**src/hw/rtl/tmfs_pkg.sv**
```systemverilog
// Shared types and constants for the trimmed-mean frame time smoother.
// No dependencies; imported by tmfs_alu, tmfs_window and the top level.
package tmfs_pkg;

	localparam int STEP_W = 32;
	localparam int WLEN_W = 6;
	localparam int OUTL_W = 4;
	localparam int RATE_W = 17;
	localparam int ALU_W = 48;
	localparam int CFG_IDX_W = 2;
	localparam int CFG_DATA_W = 17;

	localparam logic [RATE_W-1:0] RATE_ONE = 17'h10000;
	localparam logic [WLEN_W-1:0] WLEN_RESET = 6'd8;
	localparam logic [OUTL_W-1:0] OUTL_RESET = 4'd1;
	localparam logic [RATE_W-1:0] RATE_RESET = 17'd32768;

	// configuration register indexes
	typedef enum logic [CFG_IDX_W-1:0] {
		CFG_WINDOW_LENGTH = 2'd0,
		CFG_OUTLIER_COUNT = 2'd1,
		CFG_BLEND_RATE    = 2'd2
	} cfg_idx_t;

	typedef enum logic {
		ALU_ADD = 1'b0,
		ALU_SUB = 1'b1
	} alu_op_t;

	typedef struct packed {
		logic [ALU_W-1:0] result;
		logic             borrow;
		logic             zero;
	} alu_flags_t;

	typedef enum logic [2:0] {
		ST_IDLE,
		ST_LOAD,
		ST_CMP,
		ST_ADD,
		ST_DIV,
		ST_MUL,
		ST_DONE
	} state_t;

endpackage

```
**src/hw/rtl/tmfs_alu.sv**
```systemverilog
// Shared add/subtract unit used for ranking compares, summing, division and
// shift-add multiplication. Depends on tmfs_pkg.
module tmfs_alu (
	input  logic [tmfs_pkg::ALU_W-1:0] a,
	input  logic [tmfs_pkg::ALU_W-1:0] b,
	input  tmfs_pkg::alu_op_t          op,
	output tmfs_pkg::alu_flags_t       flags
);
	import tmfs_pkg::*;

	logic [ALU_W:0] wide;

	// one adder; borrow is the extra top bit of the subtraction
	always_comb begin
		if (op == ALU_SUB) begin
			wide = {1'b0, a} - {1'b0, b};
		end else begin
			wide = {1'b0, a} + {1'b0, b};
		end
		flags.result = wide[ALU_W-1:0];
		flags.borrow = (op == ALU_SUB) ? wide[ALU_W] : 1'b0;
		flags.zero   = (wide[ALU_W-1:0] == '0);
	end

endmodule

```
**src/hw/rtl/tmfs_window.sv**
```systemverilog
// Sample shift line: pushes the newest sample in at the head and rotates the
// filled part so every sample passes the head in turn. Depends on tmfs_pkg.
module tmfs_window #(
	parameter int WINDOW_MAX = 32,
	parameter int LEN_W = 6
) (
	input  logic                        clk,
	input  logic                        push,
	input  logic [tmfs_pkg::STEP_W-1:0] push_data,
	input  logic [LEN_W-1:0]            len,
	input  logic                        rotate,
	input  logic [LEN_W-1:0]            fill,
	output logic [tmfs_pkg::STEP_W-1:0] head
);
	import tmfs_pkg::*;

	logic [STEP_W-1:0] win_q [WINDOW_MAX];

	// shift within the window length, or rotate within the fill count
	always_ff @(posedge clk) begin
		for (int k = 0; k < WINDOW_MAX; k++) begin
			if (push) begin
				if (k == 0) begin
					win_q[k] <= push_data;
				end else if (k < int'(len)) begin
					win_q[k] <= win_q[k-1];
				end
			end else if (rotate) begin
				if (k == int'(fill) - 1) begin
					win_q[k] <= win_q[0];
				end else if (k < int'(fill) - 1) begin
					win_q[k] <= win_q[(k + 1) % WINDOW_MAX];
				end
			end
		end
	end

	assign head = win_q[0];

endmodule

```
**src/hw/rtl/trimmed_mean_frame_time_smoother.sv**
```systemverilog
// Top level of the frame time smoother: sequencer, registers and stream ports.
// Depends on tmfs_pkg, tmfs_alu and tmfs_window.
//
// Channel   Direction  Handshake                   Payload
// s_axis    in         s_axis_tvalid/tready        tdata[31:0] frame_ns
// m_axis    out        m_axis_tvalid/tready        tdata[31:0] step_ns, tuser smoothing_applied
// cfg       in         cfg_valid/cfg_ready         cfg_index, cfg_data
//
// Passthrough request: idle goes straight to the done state, which loads the output
// register. Smoothed request: load, compare, add, divide and multiply states, the
// shared adder doing one compare, add, divide step or multiply step per cycle. A
// result waits in the output register; the next request is taken while it waits.
// Reset empties the window, no clearing pass.
module trimmed_mean_frame_time_smoother #(
	parameter int WINDOW_MAX = 32
) (
	input  logic                                clk,
	input  logic                                arst_n,
	input  logic                                s_axis_tvalid,
	output logic                                s_axis_tready,
	input  logic [tmfs_pkg::STEP_W-1:0]         s_axis_tdata,  // [31:0] frame_ns
	output logic                                m_axis_tvalid,
	input  logic                                m_axis_tready,
	output logic [tmfs_pkg::STEP_W-1:0]         m_axis_tdata,  // [31:0] step_ns
	output logic                                m_axis_tuser,  // [0] smoothing_applied
	input  logic                                cfg_valid,
	output logic                                cfg_ready,
	input  logic [tmfs_pkg::CFG_IDX_W-1:0]      cfg_index,
	input  logic [tmfs_pkg::CFG_DATA_W-1:0]     cfg_data
);
	import tmfs_pkg::*;

	localparam int LEN_W = $clog2(WINDOW_MAX + 1);
	localparam int SUM_W = STEP_W + $clog2(WINDOW_MAX);
	localparam int BIT_W = $clog2(SUM_W);

	state_t state_q, state_d;

	logic [WLEN_W-1:0] wl_q;
	logic [OUTL_W-1:0] oc_q;
	logic [RATE_W-1:0] rate_q;

	logic [LEN_W-1:0]  fill_q, hidx_q, cidx_q, rank_q, step_q, cand_cnt_q;
	logic [STEP_W-1:0] frame_q, cand_q;
	logic [SUM_W-1:0]  sum_q, dq_q;
	logic [LEN_W-1:0]  rem_q;
	logic [ALU_W-1:0]  acc_q, mcand_q;
	logic [RATE_W-1:0] mplier_q;
	logic [BIT_W-1:0]  bit_q;
	logic              pass_q;
	logic [STEP_W-1:0] res_step_q;
	logic              res_applied_q;
	logic              out_valid_q;
	logic [STEP_W-1:0] out_step_q;
	logic              out_applied_q;

	logic [LEN_W-1:0]  eff_len, fill_next, kept, hidx_next;
	logic [LEN_W:0]    fill_inc, trial;
	logic [RATE_W-1:0] rate_sat;
	logic              in_acc, smooth_go, less, keep, out_free, rotate;
	logic [STEP_W-1:0] head;
	logic [ALU_W-1:0]  alu_a, alu_b;
	alu_op_t           alu_op;
	alu_flags_t        alu_flags;
	logic [SUM_W-1:0]  q_next;
	logic [ALU_W-1:0]  acc_next;

	assign s_axis_tready = (state_q == ST_IDLE);
	assign in_acc        = s_axis_tvalid && s_axis_tready;
	assign cfg_ready     = 1'b1;
	assign m_axis_tvalid = out_valid_q;
	assign m_axis_tdata  = out_step_q;
	assign m_axis_tuser  = out_applied_q;
	assign out_free      = !out_valid_q || m_axis_tready;

	// effective window length, fill count update and smoothing decision
	always_comb begin
		if (wl_q == '0) begin
			eff_len = LEN_W'(1);
		end else if (int'(wl_q) > WINDOW_MAX) begin
			eff_len = LEN_W'(WINDOW_MAX);
		end else begin
			eff_len = LEN_W'(wl_q);
		end
		fill_inc  = {1'b0, fill_q} + (LEN_W+1)'(1);
		fill_next = (fill_inc > {1'b0, eff_len}) ? eff_len : fill_inc[LEN_W-1:0];
		smooth_go = int'(fill_next) >= 2 * int'(oc_q) + 1;
		kept      = LEN_W'(int'(fill_q) - 2 * int'(oc_q));
		rate_sat  = (rate_q > RATE_ONE) ? RATE_ONE : rate_q;
		hidx_next = (hidx_q == fill_q - LEN_W'(1)) ? '0 : hidx_q + LEN_W'(1);
		keep      = (int'(rank_q) >= int'(oc_q)) &&
		            (int'(rank_q) < int'(fill_q) - int'(oc_q));
		trial     = {rem_q, dq_q[SUM_W-1]};
	end

	tmfs_window #(
		.WINDOW_MAX (WINDOW_MAX),
		.LEN_W      (LEN_W)
	) u_window (
		.clk       (clk),
		.push      (in_acc),
		.push_data (s_axis_tdata),
		.len       (eff_len),
		.rotate    (rotate),
		.fill      (fill_q),
		.head      (head)
	);

	tmfs_alu u_alu (
		.a     (alu_a),
		.b     (alu_b),
		.op    (alu_op),
		.flags (alu_flags)
	);

	// next state and shared unit operand selection
	always_comb begin
		state_d = state_q;
		alu_a   = '0;
		alu_b   = '0;
		alu_op  = ALU_ADD;
		rotate  = 1'b0;
		case (state_q)
			ST_IDLE: begin
				if (in_acc) begin
					state_d = smooth_go ? ST_LOAD : ST_DONE;
				end
			end
			ST_LOAD: begin
				state_d = ST_CMP;
			end
			ST_CMP: begin
				alu_a  = ALU_W'(head);
				alu_b  = ALU_W'(cand_q);
				alu_op = ALU_SUB;
				rotate = 1'b1;
				if (step_q == fill_q - LEN_W'(1)) begin
					state_d = ST_ADD;
				end
			end
			ST_ADD: begin
				alu_a  = ALU_W'(sum_q);
				alu_b  = ALU_W'(cand_q);
				rotate = 1'b1;
				state_d = (cand_cnt_q == fill_q - LEN_W'(1)) ? ST_DIV : ST_LOAD;
			end
			ST_DIV: begin
				alu_a  = ALU_W'(trial);
				alu_b  = ALU_W'(kept);
				alu_op = ALU_SUB;
				if (bit_q == BIT_W'(SUM_W - 1)) begin
					state_d = ST_MUL;
				end
			end
			ST_MUL: begin
				alu_a = acc_q;
				alu_b = mcand_q;
				if (bit_q == BIT_W'(RATE_W - 1) && pass_q) begin
					state_d = ST_DONE;
				end
			end
			ST_DONE: begin
				if (out_free) begin
					state_d = ST_IDLE;
				end
			end
			default: begin
				state_d = ST_IDLE;
			end
		endcase
	end

	assign less     = alu_flags.borrow || (alu_flags.zero && (hidx_q < cidx_q));
	assign q_next   = {dq_q[SUM_W-2:0], ~alu_flags.borrow};
	assign acc_next = mplier_q[0] ? alu_flags.result : acc_q;

	// state register
	always_ff @(posedge clk or negedge arst_n) begin
		if (!arst_n) begin
			state_q <= ST_IDLE;
		end else begin
			state_q <= state_d;
		end
	end

	// configuration, fill count, head index and output valid
	always_ff @(posedge clk or negedge arst_n) begin
		if (!arst_n) begin
			wl_q        <= WLEN_RESET;
			oc_q        <= OUTL_RESET;
			rate_q      <= RATE_RESET;
			fill_q      <= '0;
			hidx_q      <= '0;
			out_valid_q <= 1'b0;
		end else begin
			if (cfg_valid && cfg_ready) begin
				case (cfg_idx_t'(cfg_index))
					CFG_WINDOW_LENGTH: wl_q   <= cfg_data[WLEN_W-1:0];
					CFG_OUTLIER_COUNT: oc_q   <= cfg_data[OUTL_W-1:0];
					CFG_BLEND_RATE:    rate_q <= cfg_data[RATE_W-1:0];
					default: begin
					end
				endcase
			end
			if (in_acc) begin
				fill_q <= fill_next;
				hidx_q <= '0;
			end else if (rotate) begin
				hidx_q <= hidx_next;
			end
			if (m_axis_tvalid && m_axis_tready) begin
				out_valid_q <= 1'b0;
			end
			if (state_q == ST_DONE && out_free) begin
				out_valid_q <= 1'b1;
			end
		end
	end

	// datapath registers
	always_ff @(posedge clk) begin
		case (state_q)
			ST_IDLE: begin
				if (in_acc) begin
					frame_q       <= s_axis_tdata;
					sum_q         <= '0;
					cand_cnt_q    <= '0;
					res_step_q    <= s_axis_tdata;
					res_applied_q <= 1'b0;
				end
			end
			ST_LOAD: begin
				cand_q <= head;
				cidx_q <= hidx_q;
				rank_q <= '0;
				step_q <= '0;
			end
			ST_CMP: begin
				if (less) begin
					rank_q <= rank_q + LEN_W'(1);
				end
				step_q <= step_q + LEN_W'(1);
			end
			ST_ADD: begin
				if (keep) begin
					sum_q <= alu_flags.result[SUM_W-1:0];
				end
				cand_cnt_q <= cand_cnt_q + LEN_W'(1);
				dq_q       <= keep ? alu_flags.result[SUM_W-1:0] : sum_q;
				rem_q      <= '0;
				bit_q      <= '0;
			end
			ST_DIV: begin
				rem_q <= alu_flags.borrow ? trial[LEN_W-1:0] : alu_flags.result[LEN_W-1:0];
				dq_q  <= q_next;
				if (bit_q == BIT_W'(SUM_W - 1)) begin
					acc_q    <= '0;
					mcand_q  <= ALU_W'(q_next[STEP_W-1:0]);
					mplier_q <= rate_sat;
					pass_q   <= 1'b0;
					bit_q    <= '0;
				end else begin
					bit_q <= bit_q + BIT_W'(1);
				end
			end
			ST_MUL: begin
				acc_q <= acc_next;
				if (bit_q == BIT_W'(RATE_W - 1)) begin
					// second pass weights the newest sample by one minus the rate
					mcand_q       <= ALU_W'(frame_q);
					mplier_q      <= RATE_ONE - rate_sat;
					pass_q        <= 1'b1;
					bit_q         <= '0;
					res_step_q    <= acc_next[16 +: STEP_W];
					res_applied_q <= 1'b1;
				end else begin
					mcand_q  <= {mcand_q[ALU_W-2:0], 1'b0};
					mplier_q <= {1'b0, mplier_q[RATE_W-1:1]};
					bit_q    <= bit_q + BIT_W'(1);
				end
			end
			ST_DONE: begin
				if (out_free) begin
					out_step_q    <= res_step_q;
					out_applied_q <= res_applied_q;
				end
			end
			default: begin
			end
		endcase
	end

	// the rotations of one smoothed request leave the window as it was
	a_ring_restored: assert property (@(posedge clk) disable iff (!arst_n)
		state_q == ST_IDLE |-> hidx_q == '0)
		else $error("window rotation not restored");

	a_fill_bound: assert property (@(posedge clk) disable iff (!arst_n)
		int'(fill_q) <= WINDOW_MAX)
		else $error("fill count beyond window");

	a_passthrough: assert property (@(posedge clk) disable iff (!arst_n)
		in_acc && !smooth_go |=> state_q == ST_DONE && !res_applied_q)
		else $error("passthrough request did not finish directly");

	a_rem_bound: assert property (@(posedge clk) disable iff (!arst_n)
		state_q == ST_DIV |-> rem_q < kept)
		else $error("division remainder out of range");

	a_busy: assert property (@(posedge clk) disable iff (!arst_n)
		state_q == ST_CMP |-> int'(fill_q) >= 2 * int'(oc_q) + 1)
		else $error("ranking started without enough samples");

endmodule

```
**config.mk**
```make
export PLATFORM = sky130hd
export DESIGN_NAME = trimmed_mean_frame_time_smoother
export DESIGN_NICKNAME = d
export VERILOG_FILES = /design/src/hw/rtl/tmfs_pkg.sv /design/src/hw/rtl/tmfs_alu.sv /design/src/hw/rtl/tmfs_window.sv /design/src/hw/rtl/trimmed_mean_frame_time_smoother.sv
export SDC_FILE = /design/constraint.sdc
export NUM_CORES = 2
export LEC_CHECK = 0
export ABC_CLOCK_PERIOD_IN_PS = 20600
export BUFFER_PORTS_ARGS = -buffer_cell sky130_fd_sc_hd__buf_4
export CORE_ASPECT_RATIO = 0.7
export CORE_UTILIZATION = 50
export DETAILED_ROUTE_END_ITERATION = 8
export MAX_ROUTING_LAYER = met4
export PLACE_DENSITY = 0.74
export SLEW_MARGIN = 20
export SYNTH_ARGS = -nofsm -noshare
export SYNTH_HDL_FRONTEND = slang
export SYNTH_SLANG_ARGS = --single-unit
```
**constraint.sdc**
```tcl
create_clock -name clk -period 20.6 [get_ports clk]
set_clock_uncertainty 0.2 [all_clocks]
set_input_delay 1.03 -clock clk [delete_from_list [all_inputs] [get_ports clk]]
set_output_delay 1.03 -clock clk [all_outputs]
set_load 0.005 [all_outputs]
```
== After elaboration in Yosys (flattened, before gate mapping) ==
Memories as Yosys holds them, arrays and structs flattened.
Cells that the tools add are included.

* Register bits after elaboration: 397
* Memory bits (writable): 1024
* Logic and storage cells: 765
* Memories: 1

* $add $sub $neg: 14
* $lt $le $gt $ge: 70
* Equality and inequality tests: 52
* Muxes and demuxes: 501
* Bitwise logic cells: 65
* Reductions and logical operators: 36

{| class="wikitable"
|+ Memory list
! name !! words !! width !! rd ports !! clocked after Yosys merged registers in !! write ports !! RTL line !! text
|-
| u_window.win_q || 32 || 32 || 32 || 0 || 32 || tmfs_window.sv:17 || <nowiki>logic [STEP_W-1:0] win_q [WINDOW_MAX];</nowiki>
|}

{| class="wikitable"
|+ Operators with widths
! kind !! count
|-
| 32-bit two-way mux || 66
|-
| 6-bit by 32-bit equality test with 1-bit output (first input constant) || 16
|-
| 6-bit by 32-bit < comparator with 1-bit output (first input constant) || 16
|-
| 1-bit two-way mux || 391
|-
| 5-bit by 32-bit equality test with 1-bit output (first input constant) || 8
|-
| 5-bit by 32-bit < comparator with 1-bit output (first input constant) || 8
|-
| 48-bit two-way mux || 4
|-
| 48-bit one-hot mux with 2 select lines || 2
|-
| 48-bit one-hot mux with 4 select lines || 1
|-
| 37-bit one-hot mux with 2 select lines || 2
|-
| 48-bit one-hot mux with 3 select lines || 1
|-
| 4-bit by 32-bit equality test with 1-bit output (first input constant) || 4
|-
| 4-bit by 32-bit < comparator with 1-bit output (first input constant) || 4
|-
| 5-bit by 6-bit < comparator with 1-bit output (first input constant) || 16
|-
| 37-bit two-way mux || 2
|-
| 6-bit two-way mux || 11
|-
| 3-bit by 32-bit equality test with 1-bit output (first input constant) || 2
|-
| 3-bit by 32-bit < comparator with 1-bit output (first input constant) || 2
|-
| 1-bit OR || 64
|-
| 32-bit one-hot mux with 2 select lines || 1
|-
| 17-bit two-way mux || 3
|-
| 48-bit by 48-bit adder with 49-bit output || 1
|-
| 49-bit two-way mux || 1
|-
| 48-bit by 48-bit subtractor with 49-bit output || 1
|-
| other kinds (53) || 111
|}

== Logic depth before layout (Yosys ltp) ==
* Depth after elaboration: 10
* Depth in mapped cells: 30

== Hierarchy ==
From an unflattened synthesis, not the netlist that was laid out.

* Cell total of the unflattened synthesis: 6463
* Area total of the unflattened synthesis: 74921.9 um2

{| class="wikitable"
|+ Modules (own cells, without submodules)
! module !! instances !! cells an instance !! area each (um2)
|-
| tmfs_window || 1 || 4222 || 51511.9
|-
| trimmed_mean_frame_time_smoother || 1 || 1592 || 19083.3
|-
| tmfs_alu || 1 || 649 || 4326.6
|}

== Worst setup path after synthesis ==
Ideal clock, no wire load.

* Kind: register to register
* From: register fill_q[1]
* To: register rank_q[0], enable pin
* Setup time: 366 ps
* Arrival: 6047 ps
* Required time: 20034 ps
* Setup slack: 13988 ps
* Cell stages (with the launch flop): 26
* Buffers on the path: 1
* Clock period less this slack: 6612 ps
* Cell sequence: dfrtp_1 > inv_1 > ha_1 > inv_1 > fa_1 > a21o_1 > a21oi_1 > xor2_1 > a222oi_1 > a21o_1 > and3_1 > nand2_1 > o21ai_0 > xor2_1 > ha_1 > clkbuf_1 > nand2_1 > nor4_1 > a21boi_0 > o22ai_1 > o41ai_1 > xor2_1 > nor4b_1 > nand4_1 > or4b_1 > o31ai_2

* Longest elaborated chain between the ends: 9
* Elaborated cells on any way between the ends: 11
* Those cells by class: add/sub (3); eq/ne (1); mux (3); reduce/logical (4)

{| class="wikitable"
|+ Ends and longest elaborated chain
! what !! RTL line !! text
|-
| start: declaration || trimmed_mean_frame_time_smoother.sv:43 || <nowiki>logic [LEN_W-1:0] fill_q, hidx_q, cidx_q, rank_q, step_q, cand_cnt_q;</nowiki>
|-
| start signal: assignment || trimmed_mean_frame_time_smoother.sv:206 || <nowiki>fill_q <= fill_next;</nowiki>
|-
| 6-bit by 5-bit subtractor with 6-bit output (*) || trimmed_mean_frame_time_smoother.sv:88 || <nowiki>kept = LEN_W'(int'(fill_q) - 2 * int'(oc_q));</nowiki>
|-
| 48-bit one-hot mux with 3 select lines (*) || trimmed_mean_frame_time_smoother.sv:123 || <nowiki>case (state_q)</nowiki>
|-
| 48-bit by 48-bit adder with 49-bit output / 48-bit by 48-bit subtractor with 49-bit output (equally long branches) || tmfs_alu.sv:18, tmfs_alu.sv:16 ||
|-
| 49-bit two-way mux (*) || tmfs_alu.sv:15 || <nowiki>if (op == ALU_SUB) begin</nowiki>
|-
| 48-bit logical NOT || tmfs_alu.sv:22 || <nowiki>flags.zero = (wide[ALU_W-1:0] == '0);</nowiki>
|-
| 1-bit logical AND || trimmed_mean_frame_time_smoother.sv:173 || <nowiki>assign less = alu_flags.borrow || (alu_flags.zero && (hidx_q < cidx_q));</nowiki>
|-
| 1-bit logical OR (*) || trimmed_mean_frame_time_smoother.sv:173 ||
|-
| 2-bit inequality test (no source line) (*) || -- ||
|-
| 2-bit AND reduction (no source line) (*) || -- ||
|-
| end signal: assignment || trimmed_mean_frame_time_smoother.sv:240 || <nowiki>rank_q <= rank_q + LEN_W'(1);</nowiki>
|-
| end: declaration || trimmed_mean_frame_time_smoother.sv:43 ||
|}

Every way passes the cells marked *; elsewhere a longest branch is shown, timed or not.
A chain may end at the register's enable or synchronous reset.

== Final worst setup path ==
* From: register state_q[2]
* To: register rank_q[1], enable pin

* Longest elaborated chain between the ends: 10
* Elaborated cells on any way between the ends: 20
* Those cells by class: add/sub (2); eq/ne (6); mux (5); reduce/logical (7)

{| class="wikitable"
|+ Ends and longest elaborated chain
! what !! RTL line !! text
|-
| start: declaration || trimmed_mean_frame_time_smoother.sv:37 || <nowiki>state_t state_q, state_d;</nowiki>
|-
| start signal: assignment || trimmed_mean_frame_time_smoother.sv:182 || <nowiki>state_q <= state_d;</nowiki>
|-
| 3-bit by 2-bit equality test with 1-bit output (on tied branches) || trimmed_mean_frame_time_smoother.sv:123, trimmed_mean_frame_time_smoother.sv:222 ||
|-
| 2-bit OR reduction (no source line) || -- ||
|-
| 48-bit one-hot mux with 3 select lines || trimmed_mean_frame_time_smoother.sv:123 ||
|-
| 48-bit by 48-bit adder with 49-bit output / 48-bit by 48-bit subtractor with 49-bit output (equally long branches) || tmfs_alu.sv:18, tmfs_alu.sv:16 ||
|-
| 49-bit two-way mux || tmfs_alu.sv:15 ||
|-
| 48-bit logical NOT || tmfs_alu.sv:22 ||
|-
| 1-bit logical AND || trimmed_mean_frame_time_smoother.sv:173 ||
|-
| 1-bit logical OR || trimmed_mean_frame_time_smoother.sv:173 ||
|-
| 2-bit inequality test (no source line) || -- ||
|-
| 2-bit AND reduction (no source line) (*) || -- ||
|}

Marks and branches as above.

==> impl_metrics.tcl <==
set metrics [dict create \
    yosysUniqueCellTypes 91 \
    post-route-period-util_pct 44.5 \
    grt_overflow_total 0 \
    route.detailed.drc 0 \
    synth_top_family_by_area "compound AO/OA/AOI/OAI gates" \
    die_area_sq_um 149000 \
    core_area_sq_um 146000 \
    slowest_delay_ns 0.71 \
    max_freq_mhz 109 \
    vias 57300 \
    crit_path_max_fanout 164 \
    ys_async_sr_fraction_pct 3.03 \
    root_buffer "clkbuf_16" \
    clockBufferDepth 3 \
    clk_pin_slew_ns 0.07 \
    cts_buffers 139 \
    placed_cells 8455 \
    start_util_pct 50.6 \
    grt_pass1_vias 53500 \
    rr_startpoint "state_q[2]" \
    yosysWarnings 0 \
    hold_violations 0 \
    worst_slew_pin_slew_ns 1.17 \
    syn_nets 6925 \
    cts-resized-gates 0 \
    cp-start-kind "flop" \
    holdWs_ns 0.0424 \
    grt_use_total_pct 33.3 \
    drive_gt1_share_pct 10.5 \
    cap_violations 0 \
    arrival_ns 9.39 \
    port_buffers 90 \
    io_pins 92 \
    postCtsSetupRepairBufs 0 \
    ant_nets 0 \
    reg2reg_depth 22 \
    setup-violations-final 0 \
    finalSetupTns_ns 0 \
    fin_area_sq_um 81400 \
    rows 117 \
    first_pass_iters 9 \
    ys_seq_elements 1421 \
    slew_viol_final 0 \
    die_h_um 324 \
    wl_um 246000 \
    area_growth_pct 10.2 \
    viasPerCell 6.58 \
    syn_inst 6769 \
    timing.rr.end "rank_q[1]" \
    wl_per_cell_um 28.2 \
    worst-r2r-setup-slack_ns 11.43 \
    die_w_um 461 \
    status "finished, final reports clean" \
    final.min_clock_period_ns 9.17 \
    grt_pass1_wl_um 359000 \
    nFillCells 12400 \
    cts_htree_levels 4 \
    syn_area_sq_um 73900 \
    hold_path_class "in -> async" \
    end_kind "flop" \
    yosys.area_share.simple_pct 11.5 \
    ys_seq_area_share_pct 57.5 \
    crit_required_ns 20.82 \
    synth_enable_flop_cells 1378 \
    place_area_sq_um 76800 \
    cts_tree "done" \
    worstPathCellList "nand3_4 > inv_6 > buf_12 > a22oi_1 > a31oi_1 > or3_1 > nor2b_1 > a21oi_1 > a21oi_1 > o32ai_1 > ha_1 > nand4_1 > nor3_1 > o211ai_1 > a21boi_0 > o22ai_1 > o41ai_1 > xor2_1 > nor4b_1 > nand4_1 > or4b_1 > o31ai_2" \
    synthXorXnorAreaFrac_pct 1.42 \
    grt_setup_unrepaired "false" \
    instances_no_fill 8713 \
    yosys.area_share.adder_pct 1.72 \
    routabilityCongestion 0.988 \
    slowest_stage "o31ai_2" \
    cts_num_sinks 1421 \
    ys.flop_type "edfxtp_1" \
    hpwl_um 162000 \
    muxShareOfSynthArea_pct 12.1 \
    crit_type "reg -> reg" \
    avgSynthCellArea_sq_um 10.9 \
    cts_hold_buf 0 \
    maxSlewHeadroom_pct 21.4 \
    synth_compound_area_share_pct 12.8 \
    clk_latency_ns 0.80 \
    antenna_found_initial 11 \
    grt_start_max_net_pins 165 \
    drt-initial-drc-count 8701 \
    final_nets 6791 \
]
## cells in the final DEF, fill, tap and decap left out, drive strengths merged, types with 20 or more instances in the layout
cell type,n
o21ai,419
ha,97
o22ai,39
a21o,55
nor2,812
mux2,124
buf,249
nand2,996
a31oi,50
dfrtp,40
xor2,54
xnor2,66
nand3,46
a21oi,609
inv,66
clkbuf,161
edfxtp,1378
nand4,30
clkinv,71
nor3,47
mux2i,750
and3,35
nor2b,20
a22oi,276
## critical path, delay by kind of cell, from the launching register on
kind / cells / cell delay, ns
XOR/XNOR: 1 / 0.20
AND/OR/NAND/NOR: 8 / 2.50
adder cells (fa/ha/maj): 1 / 0.31
flip-flops: 1 / 0.66
buffers and inverters: 2 / 1.11
AO/OA/AOI/OAI: 10 / 3.71
## cells in the mapped netlist, types with 12 or more instances
master / number / share of area (%)
o21bai_1: 12 / 0.12
a222oi_1: 16 / 0.22
buf_1: 39 / 0.20
nand2b_1: 18 / 0.15
or3_1: 16 / 0.14
nor2_1: 812 / 4.1
nor3_1: 47 / 0.32
and2_1: 19 / 0.16
nor2b_1: 20 / 0.17
mux2_2: 124 / 1.9
edfxtp_1: 1378 / 56
xor2_1: 54 / 0.64
mux2i_1: 750 / 10
a21o_1: 55 / 0.56
inv_1: 60 / 0.30
a21oi_1: 603 / 4.1
ha_1: 97 / 1.6
and3_1: 33 / 0.28
nand4_1: 30 / 0.25
o21a_1: 15 / 0.15
nand2_1: 996 / 5.1
buf_2: 41 / 0.28
nand3_1: 45 / 0.30
o21ai_0: 411 / 2.8
o31ai_1: 17 / 0.17
a22oi_1: 276 / 2.8
nor4_1: 12 / 0.10
a31oi_1: 50 / 0.42
clkbuf_1: 443 / 2.3
o22ai_1: 39 / 0.33
dfrtp_1: 40 / 1.4
xnor2_1: 66 / 0.78
## kinds of logic after synthesis
kind of cell / after synthesis
AOI/OAI and AO/OA: 1582
xor gates and xnor gates: 120
adders and majority gates: 100
buffers and inverters: 586
DFF: 1421
muxes: 874
other: 1
and+or+nand+nor: 2085
## state kept, by name, indices dropped and copies added (netlist names), 17 cells and up
signal	flops
u_window.win_q	1024
acc_q	48
mcand_q	48
dq_q	37
sum_q	37
cand_q	32
frame_q	32
m_axis_tdata	32
res_step_q	32
mplier_q	17
rate_q	17
## how the worst max path moves through the flow
stage                    start  depth (start not counted)   endpoint
floorplan            fill_q[1]                         25  rank_q[0]
global placement    state_q[1]                         25  rank_q[1]
detailed placement  state_q[1]                         25  rank_q[0]
CTS                 state_q[2]                         24  rank_q[0]
global route        state_q[1]                         27  rank_q[5]
finish              state_q[2]                         22  rank_q[1]
## per-stage QoR
step / setup slack [ns] / utilization [%]
2_1_floorplan: 13.99 / -
3_3_place_gp: 11.73 / 52.6
3_5_place_dp: 11.62 / 52.6
4_1_cts: 11.58 / 55.7
5_1_grt: 10.98 / 55.8
6_report: 11.43 / 55.8
## area by class of cell
| cell class | count | area, sq um | share of cell area, % |
|---|---|---|---|
| clock inverters | 91 | 902 | 1.11 |
| diodes | 4 | 10.0 | 0.0123 |
| clock buffers | 161 | 3620 | 4.45 |
| multi-input cells | 4762 | 29800 | 36.6 |
| well taps | 1963 | 2460 | 3.02 |
| inverters | 62 | 238 | 0.292 |
| flip-flops and latches | 1421 | 42500 | 52.2 |
| repair buffers | 249 | 1920 | 2.36 |
## metal layers
metal  vias to the layer above  track usage [%]  share of wire, %
li1                      24500                -                 -
met1                     28500             49.6                43
met2                      3862             44.1                40
met3                       485             8.88                13
met4                         0             9.05               2.9
met5                         -                -                 0
Power is not shown: default switching activity piles up to over one toggle a cycle in this logic, so the estimate is an artifact.
